$ cat src/hw/rtl/lrf_pkg.sv
`timescale 1ns / 1ps
// ----------------------------------------------------------------------------
// LED rainbow fill package
// Shared transaction types, register indexes, effect codes and wheel constants.
// ----------------------------------------------------------------------------
package lrf_pkg;

   localparam int unsigned HUE_W     = 11;
   localparam int unsigned CSR_IDX_W = 3;
   localparam int unsigned CSR_DAT_W = 8;

   localparam logic [HUE_W-1:0] WHEEL_STEPS = 11'd1530;
   localparam logic [HUE_W-1:0] SEG_LEN     = 11'd255;

   // effect modes
   localparam logic [1:0] MODE_NONE    = 2'd0;
   localparam logic [1:0] MODE_RAINBOW = 2'd1;
   localparam logic [1:0] MODE_CONST   = 2'd2;
   localparam logic [1:0] MODE_PASS    = 2'd3;

   // register indexes
   localparam logic [CSR_IDX_W-1:0] CSR_EFFECT_MODE = 3'd0;
   localparam logic [CSR_IDX_W-1:0] CSR_HUE_SPEED   = 3'd1;
   localparam logic [CSR_IDX_W-1:0] CSR_LED_SPACING = 3'd2;
   localparam logic [CSR_IDX_W-1:0] CSR_CONST_RED   = 3'd3;
   localparam logic [CSR_IDX_W-1:0] CSR_CONST_GREEN = 3'd4;
   localparam logic [CSR_IDX_W-1:0] CSR_CONST_BLUE  = 3'd5;
   localparam logic [CSR_IDX_W-1:0] CSR_CONST_ALPHA = 3'd6;

   // fill decision made by the front end
   localparam logic [1:0] FILL_PASS  = 2'd0;
   localparam logic [1:0] FILL_BLACK = 2'd1;
   localparam logic [1:0] FILL_WHEEL = 2'd2;
   localparam logic [1:0] FILL_CONST = 2'd3;

   typedef struct packed {
      logic [7:0] pixel_red;
      logic [7:0] pixel_green;
      logic [7:0] pixel_blue;
      logic [7:0] pixel_alpha;
      logic       frame_start;
   } req_type;

   typedef struct packed {
      logic [7:0] out_red;
      logic [7:0] out_green;
      logic [7:0] out_blue;
      logic [7:0] out_alpha;
   } rsp_type;

   typedef struct packed {
      logic [1:0] effect_mode;
      logic [7:0] hue_speed;
      logic [3:0] led_spacing;
      logic [7:0] const_red;
      logic [7:0] const_green;
      logic [7:0] const_blue;
      logic [7:0] const_alpha;
   } cfg_type;

   typedef struct packed {
      logic [1:0]       fill_class;
      logic [HUE_W-1:0] hue;
      logic [7:0]       red;
      logic [7:0]       green;
      logic [7:0]       blue;
      logic [7:0]       alpha;
   } fill_entry_type;

endpackage

$ cat src/hw/rtl/lrf_csr.sv
`timescale 1ns / 1ps
// ----------------------------------------------------------------------------
// LED rainbow fill configuration registers
// Write-only register bank decoded from a plain index/data write port.
// ----------------------------------------------------------------------------
module lrf_csr (
   input  logic                           clock,
   input  logic                           reset,
   input  logic                           csr_write_enable,
   input  logic [lrf_pkg::CSR_IDX_W-1:0]  csr_index,
   input  logic [lrf_pkg::CSR_DAT_W-1:0]  csr_wdata,
   output lrf_pkg::cfg_type               cfg
);
   import lrf_pkg::*;

   cfg_type cfg_ff;
   cfg_type cfg_in;

   always_comb begin
      cfg_in = cfg_ff;
      if (csr_write_enable) begin
         unique case (csr_index)
            CSR_EFFECT_MODE: cfg_in.effect_mode = csr_wdata[1:0];
            CSR_HUE_SPEED:   cfg_in.hue_speed   = csr_wdata;
            CSR_LED_SPACING: cfg_in.led_spacing = csr_wdata[3:0];
            CSR_CONST_RED:   cfg_in.const_red   = csr_wdata;
            CSR_CONST_GREEN: cfg_in.const_green = csr_wdata;
            CSR_CONST_BLUE:  cfg_in.const_blue  = csr_wdata;
            CSR_CONST_ALPHA: cfg_in.const_alpha = csr_wdata;
            default:         cfg_in = cfg_ff;
         endcase
      end
   end

   always_ff @(posedge clock) begin
      if (reset) begin
         cfg_ff.effect_mode <= MODE_NONE;
         cfg_ff.hue_speed   <= 8'd0;
         cfg_ff.led_spacing <= 4'd8;
         cfg_ff.const_red   <= 8'd0;
         cfg_ff.const_green <= 8'd0;
         cfg_ff.const_blue  <= 8'd0;
         cfg_ff.const_alpha <= 8'd0;
      end else begin
         cfg_ff <= cfg_in;
      end
   end

   assign cfg = cfg_ff;

endmodule

$ cat src/hw/rtl/lrf_front.sv
`timescale 1ns / 1ps
// ----------------------------------------------------------------------------
// LED rainbow fill front end
// Tracks the hue base and pixel offset, classifies each pixel and forms its
// wheel position.
// ----------------------------------------------------------------------------
module lrf_front (
   input  logic                    clock,
   input  logic                    reset,
   input  lrf_pkg::cfg_type        cfg,
   input  lrf_pkg::req_type        req_data,
   input  logic                    accept,
   output lrf_pkg::fill_entry_type entry
);
   import lrf_pkg::*;

   logic [HUE_W-1:0] hue_base_ff, hue_base_in;
   logic [HUE_W-1:0] offset_ff, offset_in;
   logic [HUE_W-1:0] offset_cur;
   logic [HUE_W-1:0] base_cur;
   logic [HUE_W:0]   base_sum;
   logic [HUE_W:0]   hue_sum;
   logic [HUE_W:0]   off_sum;
   logic [HUE_W-1:0] hue;
   logic [1:0]       fill_class;

   always_comb begin
      offset_cur = req_data.frame_start ? '0 : offset_ff;

      // advance the base on a frame start in rainbow mode
      base_sum = {1'b0, hue_base_ff} + {{(HUE_W-7){1'b0}}, cfg.hue_speed};
      if (req_data.frame_start && (cfg.effect_mode == MODE_RAINBOW)) begin
         base_cur = (base_sum >= {1'b0, WHEEL_STEPS}) ?
                    HUE_W'(base_sum - {1'b0, WHEEL_STEPS}) : HUE_W'(base_sum);
      end else begin
         base_cur = hue_base_ff;
      end

      hue_sum = {1'b0, base_cur} + {1'b0, offset_cur};
      hue = (hue_sum >= {1'b0, WHEEL_STEPS}) ?
            HUE_W'(hue_sum - {1'b0, WHEEL_STEPS}) : HUE_W'(hue_sum);

      off_sum = {1'b0, offset_cur} + {{(HUE_W-3){1'b0}}, cfg.led_spacing};
      offset_in = (off_sum >= {1'b0, WHEEL_STEPS}) ?
                  HUE_W'(off_sum - {1'b0, WHEEL_STEPS}) : HUE_W'(off_sum);

      hue_base_in = base_cur;

      if (req_data.pixel_alpha != 8'd0) begin
         fill_class = FILL_PASS;
      end else begin
         unique case (cfg.effect_mode)
            MODE_NONE:    fill_class = FILL_BLACK;
            MODE_RAINBOW: fill_class = FILL_WHEEL;
            MODE_CONST:   fill_class = FILL_CONST;
            MODE_PASS:    fill_class = FILL_PASS;
            default:      fill_class = FILL_PASS;
         endcase
      end

      entry.fill_class = fill_class;
      entry.hue        = hue;
      entry.red        = req_data.pixel_red;
      entry.green      = req_data.pixel_green;
      entry.blue       = req_data.pixel_blue;
      entry.alpha      = req_data.pixel_alpha;
   end

   always_ff @(posedge clock) begin
      if (reset) begin
         hue_base_ff <= '0;
         offset_ff   <= '0;
      end else if (accept) begin
         hue_base_ff <= hue_base_in;
         offset_ff   <= offset_in;
      end
   end

`ifndef SYNTHESIS
   a_base_range: assert property (@(posedge clock) disable iff (reset)
      hue_base_ff < WHEEL_STEPS)
      else $error("hue base left the wheel");
   a_offset_range: assert property (@(posedge clock) disable iff (reset)
      offset_ff < WHEEL_STEPS)
      else $error("pixel offset left the wheel");
   a_hue_range: assert property (@(posedge clock) disable iff (reset)
      accept |-> (entry.hue < WHEEL_STEPS))
      else $error("wheel position out of range");
   a_frame_restart: assert property (@(posedge clock) disable iff (reset)
      (accept && req_data.frame_start) |=>
         (offset_ff == (({7'd0, $past(cfg.led_spacing)} >= WHEEL_STEPS) ?
                        11'd0 : {7'd0, $past(cfg.led_spacing)})))
      else $error("offset not restarted on frame start");
`endif

endmodule

$ cat src/hw/rtl/lrf_queue.sv
`timescale 1ns / 1ps
// ----------------------------------------------------------------------------
// LED rainbow fill decoupling queue
// Small FIFO of classified pixels between the front and back ends.
// ----------------------------------------------------------------------------
module lrf_queue #(
   parameter int unsigned DEPTH = 4
) (
   input  logic                    clock,
   input  logic                    reset,
   input  logic                    push,
   input  lrf_pkg::fill_entry_type push_entry,
   output logic                    full,
   input  logic                    pop,
   output lrf_pkg::fill_entry_type head_entry,
   output logic                    empty
);
   import lrf_pkg::*;

   localparam int unsigned PTR_W = $clog2(DEPTH);
   localparam int unsigned CNT_W = $clog2(DEPTH + 1);

   fill_entry_type   entry_ff [DEPTH];
   logic [PTR_W-1:0] wr_ptr_ff, wr_ptr_in;
   logic [PTR_W-1:0] rd_ptr_ff, rd_ptr_in;
   logic [CNT_W-1:0] count_ff, count_in;
   logic             do_push;
   logic             do_pop;

   assign full       = (count_ff == CNT_W'(DEPTH));
   assign empty      = (count_ff == '0);
   assign do_push    = push && !full;
   assign do_pop     = pop && !empty;
   assign head_entry = entry_ff[rd_ptr_ff];

   always_comb begin
      wr_ptr_in = wr_ptr_ff;
      rd_ptr_in = rd_ptr_ff;
      count_in  = count_ff;
      if (do_push) begin
         wr_ptr_in = (wr_ptr_ff == PTR_W'(DEPTH - 1)) ? '0 : wr_ptr_ff + 1'b1;
      end
      if (do_pop) begin
         rd_ptr_in = (rd_ptr_ff == PTR_W'(DEPTH - 1)) ? '0 : rd_ptr_ff + 1'b1;
      end
      if (do_push && !do_pop) begin
         count_in = count_ff + 1'b1;
      end else if (do_pop && !do_push) begin
         count_in = count_ff - 1'b1;
      end
   end

   always_ff @(posedge clock) begin
      if (reset) begin
         wr_ptr_ff <= '0;
         rd_ptr_ff <= '0;
         count_ff  <= '0;
      end else begin
         wr_ptr_ff <= wr_ptr_in;
         rd_ptr_ff <= rd_ptr_in;
         count_ff  <= count_in;
      end
   end

   always_ff @(posedge clock) begin
      if (do_push) begin
         entry_ff[wr_ptr_ff] <= push_entry;
      end
   end

`ifndef SYNTHESIS
   a_count_bound: assert property (@(posedge clock) disable iff (reset)
      count_ff <= CNT_W'(DEPTH))
      else $error("queue count above depth");
   a_ptr_gap: assert property (@(posedge clock) disable iff (reset)
      (count_ff == '0 || count_ff == CNT_W'(DEPTH)) |-> (wr_ptr_ff == rd_ptr_ff))
      else $error("queue pointers disagree with count");
   a_push_grows: assert property (@(posedge clock) disable iff (reset)
      (do_push && !do_pop) |=> (count_ff == $past(count_ff) + 1'b1))
      else $error("transaction lost on push");
`endif

endmodule

$ cat src/hw/rtl/lrf_back.sv
`timescale 1ns / 1ps
// ----------------------------------------------------------------------------
// LED rainbow fill back end
// Turns a classified pixel into its final color and holds it for the receiver.
// ----------------------------------------------------------------------------
module lrf_back (
   input  logic                    clock,
   input  logic                    reset,
   input  lrf_pkg::cfg_type        cfg,
   input  lrf_pkg::fill_entry_type head_entry,
   input  logic                    queue_empty,
   output logic                    queue_pop,
   output lrf_pkg::rsp_type        rsp_data,
   output logic                    rsp_empty,
   input  logic                    rsp_pop
);
   import lrf_pkg::*;

   logic             out_valid_ff, out_valid_in;
   rsp_type          out_data_ff, out_data_in;
   logic [HUE_W-1:0] frac_wide;
   logic [7:0]       frac;
   logic [7:0]       wheel_r, wheel_g, wheel_b;

   // take the next transaction when the output slot is free or draining
   assign queue_pop = !queue_empty && (!out_valid_ff || rsp_pop);

   always_comb begin
      // segment select by compare instead of dividing by the segment length
      wheel_r = 8'd255;
      wheel_g = 8'd0;
      wheel_b = 8'd0;
      frac_wide = head_entry.hue;
      if (head_entry.hue < SEG_LEN) begin
         frac_wide = head_entry.hue;
      end else if (head_entry.hue < 11'd510) begin
         frac_wide = head_entry.hue - 11'd255;
      end else if (head_entry.hue < 11'd765) begin
         frac_wide = head_entry.hue - 11'd510;
      end else if (head_entry.hue < 11'd1020) begin
         frac_wide = head_entry.hue - 11'd765;
      end else if (head_entry.hue < 11'd1275) begin
         frac_wide = head_entry.hue - 11'd1020;
      end else begin
         frac_wide = head_entry.hue - 11'd1275;
      end
      frac = frac_wide[7:0];

      if (head_entry.hue < SEG_LEN) begin
         wheel_r = 8'd255;        wheel_g = frac;          wheel_b = 8'd0;
      end else if (head_entry.hue < 11'd510) begin
         wheel_r = 8'd255 - frac; wheel_g = 8'd255;        wheel_b = 8'd0;
      end else if (head_entry.hue < 11'd765) begin
         wheel_r = 8'd0;          wheel_g = 8'd255;        wheel_b = frac;
      end else if (head_entry.hue < 11'd1020) begin
         wheel_r = 8'd0;          wheel_g = 8'd255 - frac; wheel_b = 8'd255;
      end else if (head_entry.hue < 11'd1275) begin
         wheel_r = frac;          wheel_g = 8'd0;          wheel_b = 8'd255;
      end else begin
         wheel_r = 8'd255;        wheel_g = 8'd0;          wheel_b = 8'd255 - frac;
      end
   end

   always_comb begin
      out_data_in.out_red   = head_entry.red;
      out_data_in.out_green = head_entry.green;
      out_data_in.out_blue  = head_entry.blue;
      out_data_in.out_alpha = head_entry.alpha;
      unique case (head_entry.fill_class)
         FILL_PASS: begin
         end
         FILL_BLACK: begin
            out_data_in.out_red   = 8'd0;
            out_data_in.out_green = 8'd0;
            out_data_in.out_blue  = 8'd0;
         end
         FILL_WHEEL: begin
            out_data_in.out_red   = wheel_r;
            out_data_in.out_green = wheel_g;
            out_data_in.out_blue  = wheel_b;
         end
         FILL_CONST: begin
            out_data_in.out_red   = cfg.const_red;
            out_data_in.out_green = cfg.const_green;
            out_data_in.out_blue  = cfg.const_blue;
            out_data_in.out_alpha = cfg.const_alpha;
         end
         default: begin
         end
      endcase

      if (queue_pop) begin
         out_valid_in = 1'b1;
      end else if (rsp_pop) begin
         out_valid_in = 1'b0;
      end else begin
         out_valid_in = out_valid_ff;
      end
   end

   always_ff @(posedge clock) begin
      if (reset) begin
         out_valid_ff <= 1'b0;
      end else begin
         out_valid_ff <= out_valid_in;
      end
   end

   always_ff @(posedge clock) begin
      if (queue_pop) begin
         out_data_ff <= out_data_in;
      end
   end

   assign rsp_data  = out_data_ff;
   assign rsp_empty = !out_valid_ff;

`ifndef SYNTHESIS
   a_no_overwrite: assert property (@(posedge clock) disable iff (reset)
      (out_valid_ff && !rsp_pop) |=> (out_valid_ff && $stable(out_data_ff)))
      else $error("held result overwritten");
   a_wheel_alpha: assert property (@(posedge clock) disable iff (reset)
      (queue_pop && head_entry.fill_class == FILL_WHEEL) |->
         (head_entry.alpha == 8'd0))
      else $error("wheel fill on opaque pixel");
   a_wheel_range: assert property (@(posedge clock) disable iff (reset)
      (queue_pop && head_entry.fill_class == FILL_WHEEL) |->
         (head_entry.hue < WHEEL_STEPS))
      else $error("wheel position out of range");
`endif

endmodule

$ cat src/hw/rtl/led_rainbow_fill_effect_core.sv
`timescale 1ns / 1ps
// ----------------------------------------------------------------------------
// LED rainbow fill effect core
// Fills transparent LED pixels with black, a constant color or a hue wheel,
// or passes them through unchanged.
// Usage:
//   Pixels enter on req_data with req_push while req_full is low; each
//   transaction yields exactly one colored pixel on rsp_data, taken with
//   rsp_pop while rsp_empty is low. Mark the first pixel of each frame with
//   frame_start to restart the LED offset and, in rainbow mode, step the
//   hue base by hue_speed.
//   An accepted pixel is stored in the queue, then in the output register;
//   one pixel per cycle is sustained while the receiver pops. The front end
//   does the hue arithmetic (three 11-bit add and wrap steps) in the accept
//   cycle, the back end maps the wheel position to a color for that register.
//   A queue of QUEUE_DEPTH entries sits between front and back; when the
//   receiver stalls, the output register and then the queue fill, after
//   which req_full rises. No pixel is dropped.
//   Reset clears the hue base, offset and queue and loads register reset
//   values (spacing 8, everything else zero). The csr port writes one
//   register per cycle; write only while no transaction is in flight.
// ----------------------------------------------------------------------------
module led_rainbow_fill_effect_core #(
   parameter int unsigned QUEUE_DEPTH = 4
) (
   input  logic                          clock,
   input  logic                          reset,
   input  logic                          req_push,
   input  lrf_pkg::req_type              req_data,
   output logic                          req_full,
   output logic                          rsp_empty,
   input  logic                          rsp_pop,
   output lrf_pkg::rsp_type              rsp_data,
   input  logic                          csr_write_enable,
   input  logic [lrf_pkg::CSR_IDX_W-1:0] csr_index,
   input  logic [lrf_pkg::CSR_DAT_W-1:0] csr_wdata
);
   import lrf_pkg::*;

   cfg_type        cfg;
   fill_entry_type front_entry;
   fill_entry_type head_entry;
   logic           req_accept;
   logic           queue_empty;
   logic           queue_pop;

   assign req_accept = req_push && !req_full;

   lrf_csr u_csr (
      .clock            (clock),
      .reset            (reset),
      .csr_write_enable (csr_write_enable),
      .csr_index        (csr_index),
      .csr_wdata        (csr_wdata),
      .cfg              (cfg)
   );

   lrf_front u_front (
      .clock    (clock),
      .reset    (reset),
      .cfg      (cfg),
      .req_data (req_data),
      .accept   (req_accept),
      .entry    (front_entry)
   );

   lrf_queue #(
      .DEPTH (QUEUE_DEPTH)
   ) u_queue (
      .clock      (clock),
      .reset      (reset),
      .push       (req_push),
      .push_entry (front_entry),
      .full       (req_full),
      .pop        (queue_pop),
      .head_entry (head_entry),
      .empty      (queue_empty)
   );

   lrf_back u_back (
      .clock       (clock),
      .reset       (reset),
      .cfg         (cfg),
      .head_entry  (head_entry),
      .queue_empty (queue_empty),
      .queue_pop   (queue_pop),
      .rsp_data    (rsp_data),
      .rsp_empty   (rsp_empty),
      .rsp_pop     (rsp_pop)
   );

endmodule

$ cat config.mk
export PLATFORM = sky130hd
export DESIGN_NAME = led_rainbow_fill_effect_core
export DESIGN_NICKNAME = d
export VERILOG_FILES = /design/src/hw/rtl/lrf_pkg.sv /design/src/hw/rtl/lrf_csr.sv /design/src/hw/rtl/lrf_front.sv /design/src/hw/rtl/lrf_queue.sv /design/src/hw/rtl/lrf_back.sv /design/src/hw/rtl/led_rainbow_fill_effect_core.sv
export SDC_FILE = /design/constraint.sdc
export NUM_CORES = 1
export LEC_CHECK = 0
export BUFFER_PORTS_ARGS = -buffer_cell sky130_fd_sc_hd__buf_2
export CAP_MARGIN = 10
export CORE_MARGIN = 1.5
export CORE_UTILIZATION = 62
export CTS_BUF_LIST = sky130_fd_sc_hd__clkbuf_8
export DETAILED_ROUTE_END_ITERATION = 7
export PLACE_DENSITY = 0.83
export SETUP_SLACK_MARGIN = 0.05
export SYNTH_ARGS = -nofsm -noshare
export SYNTH_HDL_FRONTEND = slang
export SYNTH_HIERARCHICAL = 1
export SYNTH_SLANG_ARGS = --single-unit
$ cat constraint.sdc
create_clock -name clock -period 8.05 [get_ports clock]
set_input_delay 0.4025 -clock clock [delete_from_list [all_inputs] [get_ports clock]]
set_output_delay 0.4025 -clock clock [all_outputs]
set_load 0.05 [all_outputs]
# Yosys cells after proc, flatten, opt, wreduce, memory -nomap -nowiden
# Memories as Yosys holds them, arrays and structs flattened. A register that Yosys moved wholly into a read port is not among the register bits.
# Cells that the tools add are included.
# op_classes
add_sub_neg	16
order_cmp	8
eq_ne	15
mux	38
n_reduce_logical	25
# op_table
op	n
$mux W8	20
$pmux W24 S3	1
$mux W11	5
$sub A8 B8 Y8 const B	5
$ge A12 B11 Y1 const B	3
$sub A11 B11 Y11 const B	3
$lt A11 B10 Y1 const B	2
$reduce_and A2 Y1	7
$add A11 B11 Y12	1
$add A11 B4 Y12	1
$add A11 B8 Y12	1
$eq A2 B2 Y1 const B	6
$eq A3 B3 Y1 const B	4
$lt A11 B11 Y1 const B	1
$lt A11 B8 Y1 const B	1
$lt A11 B9 Y1 const B	1
$mux W2	5
$pmux W2 S4	1
$reduce_bool A8 Y1	1
$sub A8 B8 Y8 const A	1
$eq A3 B2 Y1 const B	2
$logic_and A1 B1 Y1	6
$logic_not A3 Y1	2
$mux W3	2
other kinds (10)	20
# word_totals
reg_bits	108
mem_bits_rw	180
inputBits	49
n_memories	1
# mem_list
name	words	word_bits	read_ports	rd_clocked_by_memory_dff	wr	line	source
u_queue.entry_ff	4	45	1	1	1	lrf_queue.sv:23	fill_entry_type entry_ff [DEPTH];

# Logic depth before layout (Yosys ltp)
# depth
depth_word	13
mapped_depth	25

# By module
# Netlist, hierarchy kept.
# by_module_without_submodules
mod	n_inst	cells_each	area_per_inst_um2	seq_area_each_um2
lrf_queue	1	285	6990.5	5585.4
lrf_front	1	454	3573.4	440.4
lrf_back	1	342	2951.6	980.9
lrf_csr	1	171	1886.8	920.9
led_rainbow_fill_effect_core	1	1	13.8	0.0

# Worst setup path after synthesis
# Ideal clock, no wire load.
# synth_timing
kind	reg2reg
start	reg u_csr.cfg_ff (netlist bit u_csr/cfg[36])
end	mem u_queue/entry_ff[0][35] in the netlist's numbering (data pin)
setup_time_ns	0.278
t_arrival_ns	5.297
required_time_ns	7.772
path_slack_ns	2.475
stages_incl_launch_ff	26
path_buffers	0
period_less_slack_ns	5.575
path_cell_list	dfxtp_1 -> ha_1 -> fa_1 -> a211oi_2 -> o21ai_1 -> a2111oi_4 -> nor3_4 -> a311o_1 -> nand2_1 -> xnor2_1 -> nor2_1 -> a21oi_1 -> fa_1 -> inv_1 -> a21oi_1 -> o21bai_1 -> maj3_1 -> a21oi_1 -> a2bb2oi_1 -> nand3_1 -> a41o_1 -> a211oi_2 -> o211ai_2 -> a21oi_4 -> nor2_1 -> xor2_1
# synth_rtl
item	line	source
start, declared	lrf_csr.sv:16	cfg_type cfg_ff;
start signal, assigned	lrf_csr.sv:45	cfg_ff <= cfg_in;
end, declared	lrf_queue.sv:23	

==> run summary <==
The run finished with clean final reports. Entering global routing, the biggest net connects 88 pins. After detailed routing, the average wire length per cell comes to 21.7 microns. The count of endpoints failing hold in the final timing report is 0.

The path type of the worst min-delay path is input port to flip-flop. The clock arrives with 0.0360 ns of skew. For the count of cells resized by post-cts repair, the log shows 0. Once detailed placement completed, the half-perimeter wirelength came to 24.5 mm. Remaining number of nets flagged by the antenna check after routing: 0.

TritonCTS built the clock tree. The longest clock path from root to sink contains 3 buffers. Combined area of all synthesized cells: 15400 sq um. In this run the biggest area consumer among cell types represents 41.3% of the synthesized area.

Setup repair after global routing left no endpoint under its margin. After detailed routing, the number of remaining DRC violations is 0. In this run, placement finished with an instance count of 1564. The global-route usage over all layers came out at 28.0%.

The kind of critical path is flip-flop to flip-flop. Once layout is done, the placed cells without fillers occupy 16700 sq um. In this run the register-to-register setup slack is 1.64 ns.

Summed over all cells, the static leakage comes to 0.00631 uW. The tools report the via total after detailed routing as 10.5k. The logs give 6 for the number of synthesis warnings and 0 for the setup violation total in the final timing report. The DRC violation total after the first TritonRoute iteration was 924. The layout overhead on the synthesized area is 8.07%, and the post-CTS clock slew at the launch and capture registers of the worst setup and hold paths is 0.07 ns.

Of the cells placed in the final design, the portion with a size suffix greater than 1 is 20.0%. The net count of the finished layout came out at 1382. Share of synthesized flip-flops with an asynchronous set or reset: 0%. The height of the die was 161 microns; the buffers plus inverters on the worst setup path was 1.

The total placed instance area came out at 15700 sq um. The worst path uses 79.6% of the clock period. sky130_fd_sc_hd__edfxtp_1 takes more of the synthesized area than any other cell.

Broken down by cell family, the worst path's largest delay share belongs to compound AO/OA/AOI/OAI gates. The total of max-cap violations came out at 0. The first global-routing pass estimated 56.3 mm of wire. In the routed layout, each cell is associated on average with a via count of 6.37. The prevailing post-synth register cell was sky130_fd_sc_hd__edfxtp_1. The sequential cells in the finished layout cover a total of 7930 sq um. For the diode insertion count for antenna repair, the log shows 0.

The worst setup path is launched from a flip-flop. The tools report the via count of the first global-routing pass as 10.4k. The setup TNS is 0 ns, and the gate count of the mapped netlist is 1253. Summed over all layers, the global routing overflow is 0.

Static timing analysis puts the maximum clock frequency at 156 MHz. Counting stages on the worst path, the most repeated cell is sky130_fd_sc_hd__a21oi_1. The run gives 25800 sq um as the die area. The maximum ir drop on the vdd rail was 0.364 mV; the number of optimization iterations in the first detailed-route pass was 5.

In this run the clock root is driven by a sky130_fd_sc_hd__clkbuf_8. The share of synthesized area occupied by flip-flops and latches is 51.4%, and the minimum period implied by the final worst setup slack is 6.41 ns. The most frequent cell after synthesis is sky130_fd_sc_hd__edfxtp_1. Dividing total power by cell area gives a power density of 322 nW/um^2. Along the worst path, the maximum fanout reaches 7. In this run, post-CTS hold repair placed 0 buffers. The tools report the endpoint kind of the worst setup timing path as a flip-flop.

The logs give 83 for the number of top-level pins and 290 for the total number of clock tree sinks. The slowest library cell on the worst path is sky130_fd_sc_hd__fa_1. The post-synthesis net count was 1346. The number of buffers inserted during clock tree synthesis was 47; the total of flip-flops plus latches after synthesis was 290. The count of flip-flops with a built-in enable after synthesis is 212, and the transition at the pin with the smallest max-transition slack is 1.19 ns.

Counting instances in the post-synthesis netlist gives the leading cell types as 212 x sky130_fd_sc_hd__edfxtp_1, 78 x sky130_fd_sc_hd__dfxtp_1, 70 x sky130_fd_sc_hd__nor2_1. In this run the tightest slew margin relative to its limit is 20.9%. The core outline area is 24400 sq um, and the clock insertion delay at the later pin of the skew report is 0.59 ns. The run gives 0.987 as the global placer's final weighted congestion.

The logs give 0 for the max-slew violation total from the final report and 106 for the count of different cell masters after synthesis. The horizontal die dimension is 161 microns, and the initial core utilization is 63.2%. The logs give 6.76 ns for the data arrival at the endpoint of the critical path and 0 for the number of antenna violations at the first check in global routing.

The run gives 35.8 mm as the total wire length after detailed routing. The row count was 57; the buffers inserted during post-CTS setup optimization was 0. The number of filler cells placed in the layout is 1801, and the number of H-tree levels is 2. The multi-input gate area in the final layout was 6760 sq um.

For the post-layout instance count excluding filler cells, the log shows 1651. For the required time of the worst setup path, the log shows 8.40 ns. The synthesized area divided by synthesized cell count works out to 12.3 sq um.

The largest single stage delay on the critical path is 0.43 ns. Sorting the synthesized cells by area gives the leading types as sky130_fd_sc_hd__edfxtp_1 41%, sky130_fd_sc_hd__dfxtp_1 10%, sky130_fd_sc_hd__mux4_2 6.6%. The number of input and output port buffers inserted works out to 82.
==> sequential cells by signal, indices dropped and copies added (netlist names), named ones only <==
name and cells:
u_back/out_valid_ff 1, u_front/offset_ff 11, u_back/rsp_data 32, u_csr/cfg 46
u_queue/rd_ptr_ff 2, u_queue/count_ff 3, u_queue/wr_ptr_ff 2, u_queue/entry_ff 180
u_front/hue_base_ff 11
==> metal layers <==
layer | wire length (microns) | vias up | global-route usage [%] | part of all wire [%]
met4 | 1400 | 0 | 12.2 | 3.9
met2 | 17400 | 458 | 46.1 | 49
met1 | 14700 | 5130 | 37.3 | 41
met5 | 0 | - | 0 | 0
met3 | 2380 | 94 | 3.95 | 6.6
li1 | - | 4829 | - | -
==> cells in the final DEF, fill, tap and decap left out, types with 7 or more instances in the layout <==
cell type                  instances
sky130_fd_sc_hd__dfxtp_1          76
sky130_fd_sc_hd__ha_1             40
sky130_fd_sc_hd__xnor2_1          33
sky130_fd_sc_hd__a311oi_1         10
sky130_fd_sc_hd__nor4_1            7
sky130_fd_sc_hd__nor3_1           20
sky130_fd_sc_hd__buf_4            11
sky130_fd_sc_hd__edfxtp_1        212
sky130_fd_sc_hd__nand2b_1         67
sky130_fd_sc_hd__a21o_1           11
sky130_fd_sc_hd__nand2_1          60
sky130_fd_sc_hd__a22o_1            7
sky130_fd_sc_hd__o21a_1           10
sky130_fd_sc_hd__mux2_2            9
sky130_fd_sc_hd__nand4_1          11
sky130_fd_sc_hd__a31oi_1          10
sky130_fd_sc_hd__o211ai_1         15
sky130_fd_sc_hd__buf_2            82
sky130_fd_sc_hd__o21ai_0          40
sky130_fd_sc_hd__nor2_1           70
sky130_fd_sc_hd__a221o_1           7
sky130_fd_sc_hd__nor2b_1          13
sky130_fd_sc_hd__a211oi_1         11
sky130_fd_sc_hd__a21oi_1          58
sky130_fd_sc_hd__inv_1            54
sky130_fd_sc_hd__mux2i_1          61
sky130_fd_sc_hd__xor2_1           22
sky130_fd_sc_hd__mux4_2           45
sky130_fd_sc_hd__clkbuf_8         52
sky130_fd_sc_hd__a22oi_1          10
sky130_fd_sc_hd__o22ai_1           7
sky130_fd_sc_hd__nand3_1          24
==> cell type report <==
cell class / instances / share of cell area, %
Sequential cell: 290 / 47.6
Multi-Input combinational cell: 823 / 40.5
Clock buffer: 52 / 4.30
Timing Repair Buffer: 93 / 2.96
Tap cell: 324 / 2.43
Clock inverter: 35 / 1.35
Inverter: 34 / 0.796
==> path summary, 6_finish.rpt <==
check | startpoint | to | depth (start not counted)
setup / recovery | u_csr/cfg[36] | u_queue/entry_ff[2][36] | 25
hold reg to reg | u_front/offset_ff[6] | u_front/offset_ff[6] | 2
setup reg to reg | u_csr/cfg[36] | u_queue/entry_ff[2][36] | 25
hold / removal | req_data[11] | u_queue/entry_ff[2][10] | 1
==> stage by stage <==
stage               hold slack (ns)  power, uW  setup WS, ns  utilization, %
detailed placement            0.472       4090          1.73            64.4
global placement              0.457       4050          1.92            64.4
CTS                         0.00398       5350          1.67            68.3
finish                       0.0415       5360          1.64            68.3
global route                 0.0138       5580          1.09            68.3
floorplan                     0.444       3600          2.47               -
==> where the power goes <==
group / leakage, uW / switching, uW / total (uW) / internal [uW]
sequential: 0.00261 / 121 / 2010 / 1890
combinational: 0.00313 / 1410 / 2090 / 684
clock: 0.000560 / 584 / 1250 / 667
==> kinds of logic (layout without fill, tap and decap cells) <==
| kind of cell | Yosys count | count (layout) | synth area share, % |
|---|---|---|---|
| compound gates | 271 | 271 | 13.1 |
| xor+xnor | 58 | 58 | 3.44 |
| fa+ha+maj | 45 | 45 | 3.83 |
| buf+inv | 140 | 214 | 4.80 |
| flops | 290 | 290 | 51.4 |
| mux | 115 | 115 | 11.2 |
| simple gates | 334 | 334 | 12.2 |
(Power assumes the default switching activity.)
